==> src/hdl/separable_box_blur_stream_top_macros.svh <==
// Assertion macros for the separable box blur stream block.
// Used by separable_box_blur_stream_top; depends on nothing else.
`ifndef SEPARABLE_BOX_BLUR_STREAM_TOP_MACROS_SVH
`define SEPARABLE_BOX_BLUR_STREAM_TOP_MACROS_SVH
`ifndef ASSERT_OFF
`define SBB_ASSERT(lbl, prop, msg) \
    lbl: assert property (@(posedge clk) disable iff (!rst_n) prop) else $error(msg);
`define SBB_ASSERT_ALWAYS(lbl, prop, msg) \
    lbl: assert property (@(posedge clk) prop) else $error(msg);
`else
`define SBB_ASSERT(lbl, prop, msg)
`define SBB_ASSERT_ALWAYS(lbl, prop, msg)
`endif
`endif

==> src/hdl/sbb_pkg.sv <==
// Shared types, constants and tables for the separable box blur stream block.
// Used by sbb_round_div and separable_box_blur_stream_top.
`default_nettype none
package sbb_pkg;

    localparam int MAX_WIDTH  = 2048;
    localparam int MAX_HEIGHT = 2048;
    localparam int MAX_RADIUS = 8;
    localparam int LINE_AW    = $clog2(2 * MAX_RADIUS * MAX_WIDTH + 2 * MAX_RADIUS + 1);
    localparam int RECIP_SHIFT = 16;

    // floor(2^16 / (4r + 2)) for r = 0..MAX_RADIUS
    localparam logic [15:0] RECIP [0:MAX_RADIUS] = '{
        16'd32768, 16'd10922, 16'd6553, 16'd4681, 16'd3640,
        16'd2978,  16'd2520,  16'd2184, 16'd1927
    };

    localparam logic [1:0] CFG_RADIUS = 2'd0;
    localparam logic [1:0] CFG_WIDTH  = 2'd1;
    localparam logic [1:0] CFG_HEIGHT = 2'd2;

    localparam logic OP_PIXEL = 1'b0;

    typedef struct packed {
        logic       operation;
        logic [7:0] pixel_in;
    } in_t;

    typedef struct packed {
        logic [7:0] pixel_out;
        logic       frame_done;
    } out_t;

    typedef enum logic [2:0] {
        ST_IDLE,
        ST_ROW,
        ST_READ,
        ST_LAST,
        ST_HDIV,
        ST_VDIV,
        ST_OUT
    } state_t;

endpackage
`default_nettype wire

==> src/hdl/sbb_round_div.sv <==
// Rounded division of a window sum by the odd window size 2r+1.
// Pipelined: reciprocal multiply, quotient estimate, then one correction step. Uses sbb_pkg.
`default_nettype none
module sbb_round_div
    import sbb_pkg::*;
(
    input  wire logic        clk,
    input  wire logic        rst_n,
    input  wire logic        start,
    input  wire logic [12:0] sum,
    input  wire logic [3:0]  radius,
    output logic             done,
    output logic [7:0]       quotient
);

    logic [4:0]  win;
    logic [5:0]  den;
    logic [13:0] num;
    logic [13:0] num_reg;
    logic [29:0] prod_reg;
    logic [13:0] q_est_reg;
    logic [19:0] back;
    logic [13:0] rem;
    logic        v1_reg, v2_reg, done_reg;
    logic [7:0]  q_reg;

    assign win  = {radius, 1'b1};
    assign den  = {radius, 2'b10};
    assign num  = {sum, 1'b0} + {9'd0, win};
    assign back = q_est_reg * {8'd0, den};
    assign rem  = num_reg - back[13:0];

    always_ff @(posedge clk or negedge rst_n)
    begin
        if (!rst_n)
        begin
            v1_reg   <= 1'b0;
            v2_reg   <= 1'b0;
            done_reg <= 1'b0;
        end
        else
        begin
            v1_reg   <= start;
            v2_reg   <= v1_reg;
            done_reg <= v2_reg;
        end
    end

    always_ff @(posedge clk)
    begin
        if (start)
        begin
            num_reg  <= num;
            prod_reg <= num * RECIP[radius];
        end
        q_est_reg <= prod_reg[RECIP_SHIFT +: 14];
        // estimate is exact or one low: bump it when the remainder reaches the divisor
        q_reg <= q_est_reg[7:0] + {7'd0, (rem >= {8'd0, den})};
    end

    assign done     = done_reg;
    assign quotient = q_reg;

endmodule
`default_nettype wire

==> config.mk <==
export PLATFORM = sky130hd
export DESIGN_NAME = sbb_round_div
export DESIGN_NICKNAME = d
export VERILOG_FILES = /design/src/hdl/separable_box_blur_stream_top_macros.svh /design/src/hdl/sbb_pkg.sv /design/src/hdl/sbb_round_div.sv
export SDC_FILE = /design/constraint.sdc
export NUM_CORES = 1
export LEC_CHECK = 0
export BUFFER_PORTS_ARGS = -buffer_cell sky130_fd_sc_hd__buf_4
export CELL_PAD_IN_SITES_DETAIL_PLACEMENT = 0
export CELL_PAD_IN_SITES_GLOBAL_PLACEMENT = 1
export CORE_UTILIZATION = 46
export DETAILED_ROUTE_END_ITERATION = 16
export GPL_TIMING_DRIVEN = 1
export PLACE_DENSITY = 0.89
export REMOVE_ABC_BUFFERS = 1
export SYNTH_ARGS = -nofsm -noshare
export SYNTH_HDL_FRONTEND = slang
export SYNTH_SLANG_ARGS = --single-unit
export TNS_END_PERCENT = 1
==> constraint.sdc <==
create_clock -name clk -period 4.85 [get_ports clk]
set_clock_uncertainty 0.1 [all_clocks]
set_input_delay 0 -clock clk [delete_from_list [all_inputs] [get_ports clk]]
set_output_delay 0 -clock clk [all_outputs]
set_load 0.01 [all_outputs]
## Word level (Yosys, flattened, before mapping)

Memory sizes are Yosys's and may differ from the RTL's.
Cells that the tools add are included.

- Add/sub/neg operators: 3
- Multiply operators: 2
- Magnitude comparators: 2
- Muxes and demuxes: 2
- Bitwise gates (word level): 1

Operators with widths:

| kind | count |
|---|---|
| $mux W16 | 2 |
| $mul A14 B16 Y30 | 1 |
| $add A14 B5 Y14 | 1 |
| $ge A14 B6 Y1 | 1 |
| $mul A14 B5 Y13 | 1 |
| $sub A14 B14 Y14 | 1 |
| $add A8 B1 Y8 | 1 |
| $ge A5 B5 Y1 const B | 1 |
| $not A4 Y5 | 1 |

- Register bits: 69
- Bits in read-only memories: 256
- Bits of input ports: 20
- Output and inout port bits: 9
- Logic and storage cells: 18
- Memories: 1

Memories:

| name | words | width | read ports | clocked after memory_dff | wr ports | RTL line | source |
|---|---|---|---|---|---|---|---|
| (no name shown) | 16 | 16 | 1 | 0 | 0 | sbb_round_div.sv:54 | `prod_reg <= num * RECIP[radius];` |

## Logic depth before layout (Yosys ltp)

Gate-level depths: netlist of the first run.

- Depth after elaboration: 5
- Mapped depth: 29
- Gate-level depth less buffers: 29

## Worst setup path after synthesis of the first run

OpenSTA, ideal clock, no wires.

- Path kind: input-to-reg
- Start point: in radius[1]
- End point: reg prod_reg[28] (data pin)
- Library setup time: 0.258 ns
- Data arrival time: 6.772 ns
- Data required time: 4.492 ns
- Path slack: -2.280 ns
- Stages on the path: 26
- Buffers on the path: 1
- Path through: buf_6 clkinv_1 fa_1 nor2b_1 o21ai_1 a2111oi_1 xnor2_1 inv_1 nand2_1 fa_1 fa_1 inv_1 fa_1 fa_1 fa_1 inv_1 fa_1 inv_1 ha_1 a21oi_1 o21ai_1 a221oi_1 or3b_4 o31a_4 o221a_1 xnor2_1

- Elaborated cells on any way between the ends: 6
- Those cells by class: add/sub: 1; mul: 1; mux: 2; bitwise: 1; memory: 1

RTL lines:

| item | RTL line | source |
|---|---|---|
| from (decl) | sbb_round_div.sv:11 | `input wire logic [3:0] radius,` |
| $add A14 B5 Y14 | sbb_round_div.sv:29 | `assign num = {sum, 1'b0} + {9'd0, win};` |
| via num[13] | sbb_round_div.sv:18 | `logic [13:0] num;` |
| $mul A14 B16 Y30 | sbb_round_div.sv:54 |  |
| to (signal assigned) | sbb_round_div.sv:54 |  |
| to (decl) | sbb_round_div.sv:20 | `logic [29:0] prod_reg;` |

The timed path passes the listed nets, and every way through them passes these cells. The select of a mux whose other input is x is not followed.
A chain may end at the register's enable or synchronous reset.

## Worst setup path in the final report of the first run

- Start point: in sum[0]
- End point: reg prod_reg[28] (data pin)

- Cells in the longest elaborated chain, start to end: 2

Ends and longest elaborated chain:

| item | RTL line | source |
|---|---|---|
| from (decl) | sbb_round_div.sv:10 | `input wire logic [12:0] sum,` |
| $add A14 B5 Y14 | sbb_round_div.sv:29 |  |
| $mul A14 B16 Y30 | sbb_round_div.sv:54 |  |

Every way passes these cells.

==> results.yml, run 1 <==
critical_path:
  worst_path_most_repeated_cell: "sky130_fd_sc_hd__fa_1"
  startpoint_type: "input port"
  critical-path-max-stage-delay_ps: 570
  critical_path_arrival_ps: 6640
  critical_path.endpoint_type: "flop"
  worstSetupPathType: "input port to flop"
  library_cell_contributing_the_largest_single_delay_on_the_critical_path: "sky130_fd_sc_hd__fa_1"
  required_ps: 4810
  worst-path-max-fanout: 5
detailed_routing:
  routed-via-count: 8481
  drc: 0
  routedWlPerCell_um: 16.59
  final_antenna_net_count: 0
  drt-vias-per-instance: 5.143
  drt-total-wl_um: 27360
  first_pass_drt_iterations: 5
  drtIter0Drc: 515
clock_tree:
  cts.root.buffer_cell: "sky130_fd_sc_hd__clkbuf_16"
  clock_latency_on_the_worst_skew_pair_ps: 300
  tritoncts.num_buffers: 5
  cts.clk_slew.worst_paths_ps: 80
  cts.sink_count: 50
  clock_tree.buffer_depth: 2
  tritoncts_clock_tree: "yes"
  htree_num_levels: 2
grt:
  grt_first_pass_wirelength_um: 44280
  grt_usage: 0.2542
  initial_antenna_violation_count: 0
  grt_pass1_vias: 9016
  globalRouteOverflowTotal: 0
  grt_start_max_net_pins: 29
die:
  num_rows: 54
  floorplan.die.width_um: 151.0
  die_area_um2: 22810
  io_pins: 29
  floorplan.initialDensity: 0.4682
  core_region_area_um2: 21820
  die_y_um: 151.0
sta:
  period_share: 1.378
  min_period_ps: 6685
  slew_viol_final: 0
  slew_at_the_pin_closest_to_its_max_slew_limit_ps: 483.0
  grt_setup_unrepaired: "true"
  report.final.setup_viol: 21
  worst_slew_margin_rel: 0.6746
  fin_ws_ps: -1835
  hold_viol: 0
  fmax_ghz: 0.1496
placement:
  numPortBuffers: 28
  placedInstanceArea_um2: 12450
  gp_congestion: 0.9096
  hpwl_detailed_um: 23410
cells_and_area:
  flow.area_growth_from_synthesis_pct: 28.21
  final_nets: 1703
  final_core_util: 0.6003
  mostFrequentLayoutCells: "271 x sky130_fd_sc_hd__buf_4, 199 x sky130_fd_sc_hd__inv_1, 176 x sky130_fd_sc_hd__fa_1"
  drive_above_1_share: 0.2593
  final_common_cell: "sky130_fd_sc_hd__buf_4"
  final_design_area_no_fill_um2: 13100
  antennaDiodeCount: 0
yosys:
  mapped_cell_area_um2: 10220
  synth-seq-area-share: 0.1249
  synth_flop_type: "sky130_fd_sc_hd__edfxtp_1"
  synth_enable_flop_cells: 26
  yosysWarnings: 0
  synth-seq-cells: 50
  synthArstFlopShare: 0.06000
  synthesis.area_per_instance_um2: 9.256
  synth_cell_type_count: 61
  postSynthCellCount: 1104
run_status:
  failing_checks: "negative setup slack"
  status: "finished with violations"
job:
  total_of_max_cap_violations: 0
hold_path:
  worst_hold_path_type: "input port to flop"
==> worst max-delay path, delay by kind of cell <==
family                     cells  cell delay, ps
adders and majority gates      9            3670
buffers and inverters          4             260
xor gates and xnor gates       2             290
AOI/OAI and AO/OA              7            1320
and+or+nand+nor                5            1080
==> worst paths after layout <==
check | from | to | slack [ps] | depth (start not counted)
worst max-delay path | sum[0] | prod_reg[28] | -1830 | 27
worst min-delay path | sum[10] | num_reg[11] | 220 | 5
worst max register to register | q_est_reg[2] | quotient[6] | -830 | 23
worst min register to register | prod_reg[17] | q_est_reg[1] | 240 | 0
max in group asynchronous | rst_n | v2_reg | 4030 | 3
min in group asynchronous | rst_n | done | 480 | 3
==> synth_stat cells, drive strengths merged (4+ instances only) <==
cell    instances  area share
and3           12      0.0073
nor2          114       0.042
xor2           16       0.014
nor2b          13      0.0087
a21o           14       0.010
and2           21       0.013
inv           207       0.076
nor3            6      0.0029
nand3          12      0.0059
xnor2          38       0.035
o21ai          23       0.011
fa            178        0.35
o21a            7      0.0051
dfxtp          21       0.041
clkinv         10      0.0037
ha            137        0.17
nand2         140       0.051
clkbuf         16      0.0059
a21oi          26       0.013
o211ai          5      0.0037
and4            6      0.0051
o31a            4      0.0043
edfxtp         26       0.076
nand2b          6      0.0037
==> repair_timing <==
action                                  4_1_cts  5_1_grt
buffers inserted                             12        0
endpoints found under the setup margin       21       21
hold buffers                                  3        0
pin swaps                                    28        7
hold endpoints to repair                      4        0
gates cloned                                  0        0
gates resized for setup                      52       19
==> through the flow <==
step / TNS, ps / instances / setup slack, ps / hold slack [ps]
4_1_cts: -25570 / 1649 / -1855 / 202.9
6_report: -26010 / 1649 / -1835 / 221.0
3_5_place_dp: -35920 / 1626 / -2340 / -309.1
3_3_place_gp: -34830 / 1626 / -2262 / -309.8
5_1_grt: -31470 / 1649 / -2067 / 244.6
2_1_floorplan: -25830 / 1085 / -2169 / -395.6
==> area by class of cell <==
| class | instances | area (µm²) |
|---|---|---|
| Fill cell | 1795 | 8722 |
| Multi-Input combinational cell | 818 | 8404 |
| Timing Repair Buffer | 276 | 2096 |
| Sequential cell | 50 | 1277 |
| Inverter | 217 | 819.5 |
| Tap cell | 280 | 350.3 |
| Clock buffer | 5 | 125.1 |
| Clock inverter | 3 | 28.78 |
==> cell families (layout without fill, tap and decap cells) <==
| group | after synthesis | in the layout | share of synthesized area |
|---|---|---|---|
| simple gates | 343 | 343 | 0.1488 |
| fa+ha+maj | 315 | 315 | 0.5165 |
| buf+inv | 236 | 501 | 0.08828 |
| compound gates | 105 | 105 | 0.07212 |
| xor+xnor | 54 | 54 | 0.04849 |
| flops | 50 | 50 | 0.1249 |
| mux | 1 | 1 | 0.0009796 |
==> routing by layer <==
metal	routed length, µm	GRT usage
met1	11890	0.3354
met2	13400	0.4337
met3	1128	0.02440
met4	938	0.09250
met5	0	0
Power of run 1 is not shown: default switching activity piles up to over one toggle a cycle in this logic, so the estimate is an artifact.
==> inputs of run 2 (changes only) <==
--- a/config.mk
+++ b/config.mk
@@ -8,10 +8,10 @@
 export BUFFER_PORTS_ARGS = -buffer_cell sky130_fd_sc_hd__buf_4
 export CELL_PAD_IN_SITES_DETAIL_PLACEMENT = 0
 export CELL_PAD_IN_SITES_GLOBAL_PLACEMENT = 1
-export CORE_UTILIZATION = 46
+export CORE_UTILIZATION = 51
 export DETAILED_ROUTE_END_ITERATION = 16
-export GPL_TIMING_DRIVEN = 1
-export PLACE_DENSITY = 0.89
+export GPL_TIMING_DRIVEN = 0
+export PLACE_DENSITY = 0.93
 export REMOVE_ABC_BUFFERS = 1
 export SYNTH_ARGS = -nofsm -noshare
 export SYNTH_HDL_FRONTEND = slang
==> constraint.sdc (replaced) <==
create_clock -name clk -period 6.5 [get_ports clk]
set_clock_uncertainty 0.1 [all_clocks]
set_input_delay 0 -clock clk [delete_from_list [all_inputs] [get_ports clk]]
set_output_delay 0 -clock clk [all_outputs]
set_load 0.01 [all_outputs]
==> run 2 against run 1 <==
The run still ends with negative setup slack left. Cell area fell by 9.1%. Setup slack better by 1300 ps. Via count down 4.8%. Register-to-register slack improved by 1300 ps. Critical endpoint is now prod_reg[26]. Highest routed layer unchanged.
==> results.yml, run 2 (same netlist as run 1, synthesis figures left out) <==
cells_and_area:
  final_common_cell: "sky130_fd_sc_hd__inv_1"
  layout_fillers: 1589
  drive_above_1_share: 0.1557
  mostFrequentLayoutCells: "191 x sky130_fd_sc_hd__inv_1, 176 x sky130_fd_sc_hd__fa_1, 138 x sky130_fd_sc_hd__nand2_1"
  antennaDiodeCount: 0
  flow.area_growth_from_synthesis_pct: 16.55
  final_core_util: 0.6100
  final_design_area_no_fill_um2: 11910
  final_nets: 1516
sta:
  fin_ws_ps: -562.7
  period_share: 1.087
  fmax_ghz: 0.1416
  hold_slack_ps: 84.54
  slew_at_the_pin_closest_to_its_max_slew_limit_ps: 1107
  report.final.setup_viol: 13
  worst_slew_margin_rel: 0.2566
  hold_viol: 0
  min_period_ps: 7063
  grt_setup_unrepaired: "true"
  slew_viol_final: 0
die:
  floorplan.die.width_um: 143.6
  core_region_area_um2: 19530
  io_pins: 29
  die_area_um2: 20610
  floorplan.initialDensity: 0.5233
  die_y_um: 143.6
  num_rows: 51
critical_path:
  worst_path_most_repeated_cell: "sky130_fd_sc_hd__fa_1"
  critical_path_arrival_ps: 7060
  cp_num_buf_inv: 6
  critical-path-max-stage-delay_ps: 560
  worst-path-max-fanout: 12
  required_ps: 6490
  library_cell_contributing_the_largest_single_delay_on_the_critical_path: "sky130_fd_sc_hd__fa_1"
  crit_family: "adder cells"
  crit-reg2reg-launch: "q_est_reg[2]"
  critical_path.endpoint_type: "flop"
  startpoint_type: "input port"
  worstSetupStartpoint: "radius[1]"
  worstSetupPathType: "input port to flop"
  register_to_register_setup_slack_ps: 420
clock_tree:
  clock_tree.buffer_depth: 2
  tritoncts.num_buffers: 5
  clock_latency_on_the_worst_skew_pair_ps: 300
  htree_num_levels: 2
  cts.clk_slew.worst_paths_ps: 70
  tritoncts_clock_tree: "yes"
  cts.root.buffer_cell: "sky130_fd_sc_hd__clkbuf_16"
  cts.sink_count: 50
grt:
  groute.layer.met3.usage: 0.04865
  grt_first_pass_wirelength_um: 41760
  initial_antenna_violation_count: 0
  groute.layer.met2.usage: 0.4435
  grt_start_max_net_pins: 30
  grt_usage: 0.2681
  grt_pass1_vias: 8230
  globalRouteOverflowTotal: 0
  busiest_layer: "met2"
  global_route.usage.met1: 0.3495
detailed_routing:
  drt-vias-per-instance: 5.582
  drc: 0
  routedWlPerCell_um: 18.18
  routed-via-count: 8077
  first_pass_drt_iterations: 6
  drt-total-wl_um: 26310
  drtIter0Drc: 511
  final_antenna_net_count: 0
job:
  total_of_max_cap_violations: 0
placement:
  placedInstanceArea_um2: 10680
  hpwl_detailed_um: 19620
  gp_congestion: 0.9004
  numPortBuffers: 28
run_status:
  status: "finished with violations"
  failing_checks: "negative setup slack"
hold_path:
  worst_hold_path_type: "input port to flop"
  timing.hold.worst.start: "sum[12]"
[run 2: worst paths after layout]
check / end / cells after the start
max in group asynchronous: v1_reg / 3
min reg2reg: q_est_reg[10] / 0
max: prod_reg[26] / 28
max reg2reg: quotient[6] / 25
min in group asynchronous: done / 3
min: num_reg[13] / 3
[run 2: through the flow]
step	std cells	setup TNS [ps]	setup WS, ps
4_1_cts	1428	-2918	-504.7
5_1_grt	1447	-6690	-729.2
3_5_place_dp	1378	-21510	-2089
2_1_floorplan	1085	-2327	-519.4
6_report	1447	-4212	-562.7
3_3_place_gp	1378	-22070	-2118
[run 2: routing by layer]
metal | vias up | part of all wire
li1 | 3621 | -
met1 | 3999 | 0.40
met2 | 368 | 0.48
met3 | 89 | 0.083
met4 | 0 | 0.039
met5 | - | 0
[run 2: area by class of cell]
| cell class | instances | area [µm²] | share of cell area |
|---|---|---|---|
| Inverter | 217 | 847.1 | 0.07112 |
| Clock inverter | 2 | 17.52 | 0.001471 |
| Sequential cell | 50 | 1276 | 0.1072 |
| Timing Repair Buffer | 89 | 744.5 | 0.06251 |
| Tap cell | 265 | 331.6 | 0.02784 |
| Multi-Input combinational cell | 818 | 8543 | 0.7173 |
| Clock buffer | 6 | 150.1 | 0.01261 |
[run 2: timing repair]
| action | CTS | global route |
|---|---|---|
| gates cloned | 0 | 0 |
| setup endpoints to repair | 13 | 15 |
| buffers inserted | 39 | 19 |
| hold buffers | 3 | 0 |
| pin swaps | 30 | 23 |
| gates resized for setup | 84 | 28 |
| hold endpoints to repair | 4 | 0 |
[run 2: worst register-to-register path, stage by stage (launching register included)]
cell	delay (ps)
sky130_fd_sc_hd__dfxtp_1	540
sky130_fd_sc_hd__and2_1	220
sky130_fd_sc_hd__fa_1	450
sky130_fd_sc_hd__fa_1	540
sky130_fd_sc_hd__inv_1	50
sky130_fd_sc_hd__fa_1	490
sky130_fd_sc_hd__inv_1	40
sky130_fd_sc_hd__ha_1	310
sky130_fd_sc_hd__inv_1	70
sky130_fd_sc_hd__o21ai_0	220
sky130_fd_sc_hd__a21oi_1	150
sky130_fd_sc_hd__o21ai_1	320
sky130_fd_sc_hd__xnor2_1	170
sky130_fd_sc_hd__ha_1	280
sky130_fd_sc_hd__o21a_1	180
sky130_fd_sc_hd__nor2_1	120
sky130_fd_sc_hd__xnor2_1	100
sky130_fd_sc_hd__nor4_1	150
sky130_fd_sc_hd__o21ai_0	120
sky130_fd_sc_hd__a2111oi_1	330
sky130_fd_sc_hd__o211ai_1	180
sky130_fd_sc_hd__ha_1	280
sky130_fd_sc_hd__ha_1	220
sky130_fd_sc_hd__and3_1	170
sky130_fd_sc_hd__nand3_1	120
sky130_fd_sc_hd__xnor2_1	120
Power of run 2 is left out for the same reason.
==> inputs of run 3 (changes only) <==
--- a/config.mk
+++ b/config.mk
@@ -8,10 +8,10 @@
 export BUFFER_PORTS_ARGS = -buffer_cell sky130_fd_sc_hd__buf_4
 export CELL_PAD_IN_SITES_DETAIL_PLACEMENT = 0
 export CELL_PAD_IN_SITES_GLOBAL_PLACEMENT = 1
-export CORE_UTILIZATION = 51
+export CORE_UTILIZATION = 30
 export DETAILED_ROUTE_END_ITERATION = 16
 export GPL_TIMING_DRIVEN = 0
-export PLACE_DENSITY = 0.93
+export PLACE_DENSITY = 0.63
 export REMOVE_ABC_BUFFERS = 1
 export SYNTH_ARGS = -nofsm -noshare
 export SYNTH_HDL_FRONTEND = slang
==> run 3 against run 2 <==
The flow still finishes with violations (negative setup slack). Critical endpoint is now prod_reg[28]. Critical path depth down 2. Cell area up 2.5%. Register-to-register slack better by 230 ps. Cell count up 13%. Count of clock-buffer cells in the layout up 1. Flip-flop and latch count unchanged. Via count down 5.7%. Non-clock buffer count down 1.
==> results.yml, run 3 (same netlist as run 1, synthesis figures left out) <==
critical_path:
  library_cell_contributing_the_largest_single_delay_on_the_critical_path: "sky130_fd_sc_hd__fa_1"
  required_ps: 6450
  crit_end: "prod_reg[28]"
  reg2regPathDepth: 22
  startpoint_type: "input port"
  worstSetupStartpoint: "radius[1]"
  register_to_register_setup_slack_ps: 650
  critical_path.endpoint_type: "flop"
  critical_path_arrival_ps: 6780
  worst-path-max-fanout: 12
  worst_path_most_repeated_cell: "sky130_fd_sc_hd__fa_1"
  crit-reg2reg-launch: "q_est_reg[1]"
  worstSetupPathType: "input port to flop"
  worst_r2r_endpoint: "quotient[6]"
  critical-path-max-stage-delay_ps: 550
cells_and_area:
  antennaDiodeCount: 0
  final_nets: 1515
  flow.area_growth_from_synthesis_pct: 19.52
  final_design_area_no_fill_um2: 12210
  final_common_cell: "sky130_fd_sc_hd__inv_1"
  drive_above_1_share: 0.1736
  mostFrequentLayoutCells: "188 x sky130_fd_sc_hd__inv_1, 167 x sky130_fd_sc_hd__fa_1, 135 x sky130_fd_sc_hd__nand2_1"
clock_tree:
  clock_latency_on_the_worst_skew_pair_ps: 310
  tritoncts.num_buffers: 5
  clock_tree.buffer_depth: 2
  cts.root.buffer_cell: "sky130_fd_sc_hd__clkbuf_16"
  htree_num_levels: 2
  cts.clk_slew.worst_paths_ps: 80
  cts.sink_count: 50
  tritoncts_clock_tree: "yes"
placement:
  numPortBuffers: 28
  hpwl_detailed_um: 21970
  placedInstanceArea_um2: 10920
  gp_congestion: 0.8355
die:
  die_area_um2: 34800
  core_region_area_um2: 33530
  io_pins: 29
  num_rows: 67
  die_y_um: 186.6
  floorplan.initialDensity: 0.3047
  floorplan.die.width_um: 186.6
detailed_routing:
  final_antenna_net_count: 0
  drtIter0Drc: 291
  routedWlPerCell_um: 16.72
  drt-total-wl_um: 27240
  drt-vias-per-instance: 4.673
  drc: 0
  routed-via-count: 7613
  first_pass_drt_iterations: 5
run_status:
  failing_checks: "negative setup slack"
  status: "finished with violations"
sta:
  fmax_ghz: 0.1465
  hold_slack_ps: 72.71
  slew_at_the_pin_closest_to_its_max_slew_limit_ps: 744.7
  hold_viol: 0
  min_period_ps: 6828
  grt_setup_unrepaired: "true"
  worst_slew_margin_rel: 0.5017
  fin_ws_ps: -327.7
  period_share: 1.050
  slew_viol_final: 0
  report.final.setup_viol: 7
grt:
  grt_pass1_vias: 8038
  grt_usage: 0.1634
  grt_first_pass_wirelength_um: 44420
  globalRouteOverflowTotal: 0
  grt_start_max_net_pins: 30
  initial_antenna_violation_count: 0
job:
  total_of_max_cap_violations: 0
hold_path:
  worst_hold_path_type: "input port to flop"
==> run 3: changes by cell type in the layout (fill, tap and decap cells not counted), sizes merged <==
cell / previous run / this run
inv: 209 / 205
clkinvlp: 2 / 5
buf: 86 / 84
clkbuf: 6 / 7
dlygate4sd3: 3 / 4
==> run 3: how the worst min path moves through the flow <==
stage                        endpoint  cells past startpoint  startpoint  slack (ps)
after floorplan                  done                      0       rst_n        -400
after global placement           done                      1       rst_n        -310
after detailed placement         done                      1       rst_n        -310
after CTS                 num_reg[10]                      3      sum[9]          60
after global routing       num_reg[1]                      2      sum[0]          80
final                      num_reg[1]                      2      sum[0]          70
==> run 3: worst max-delay path, delay by kind of cell <==
family,cells,cell delay [ps]
AOI/OAI and AO/OA,8,1820
xor gates and xnor gates,2,330
adders and majority gates,8,3450
buffers and inverters,4,390
and+or+nand+nor,4,770
==> run 3: layout make-up <==
class	instances	area, µm²
fill	3400	21320
clock inverter	1	8.758
tap	448	560.5
multi-input combinational	818	8593
timing repair buffer	88	758.2
clock buffer	7	142.6
inverter	217	869.6
sequential	50	1280
==> run 3: stage by stage <==
step	TNS, ps	instances	util	setup WS [ps]
detailed placement	-23630	1562	0.3258	-2244
finish	-1478	1629	0.3642	-327.7
global placement	-23840	1561	0.3251	-2224
CTS	-3759	1620	0.3540	-642.1
floorplan	-2327	1085	-	-519.4
global route	-3714	1629	0.3642	-523.4
==> run 3: layer usage <==
layer,routed length (µm),track usage,up-vias
met5,0,0,-
met4,680,0.05202,0
met3,874,0.01448,33
met2,13210,0.2724,119
li1,-,-,3625
met1,12480,0.2237,3836
==> run 3: what timing repair did <==
item	CTS	global route
pin swaps	38	35
gates resized for setup	90	60
hold buffers	4	0
setup endpoints to repair	13	20
setup buffers	47	9
endpoints found under the hold margin	5	0
Power of run 3 is left out for the same reason.
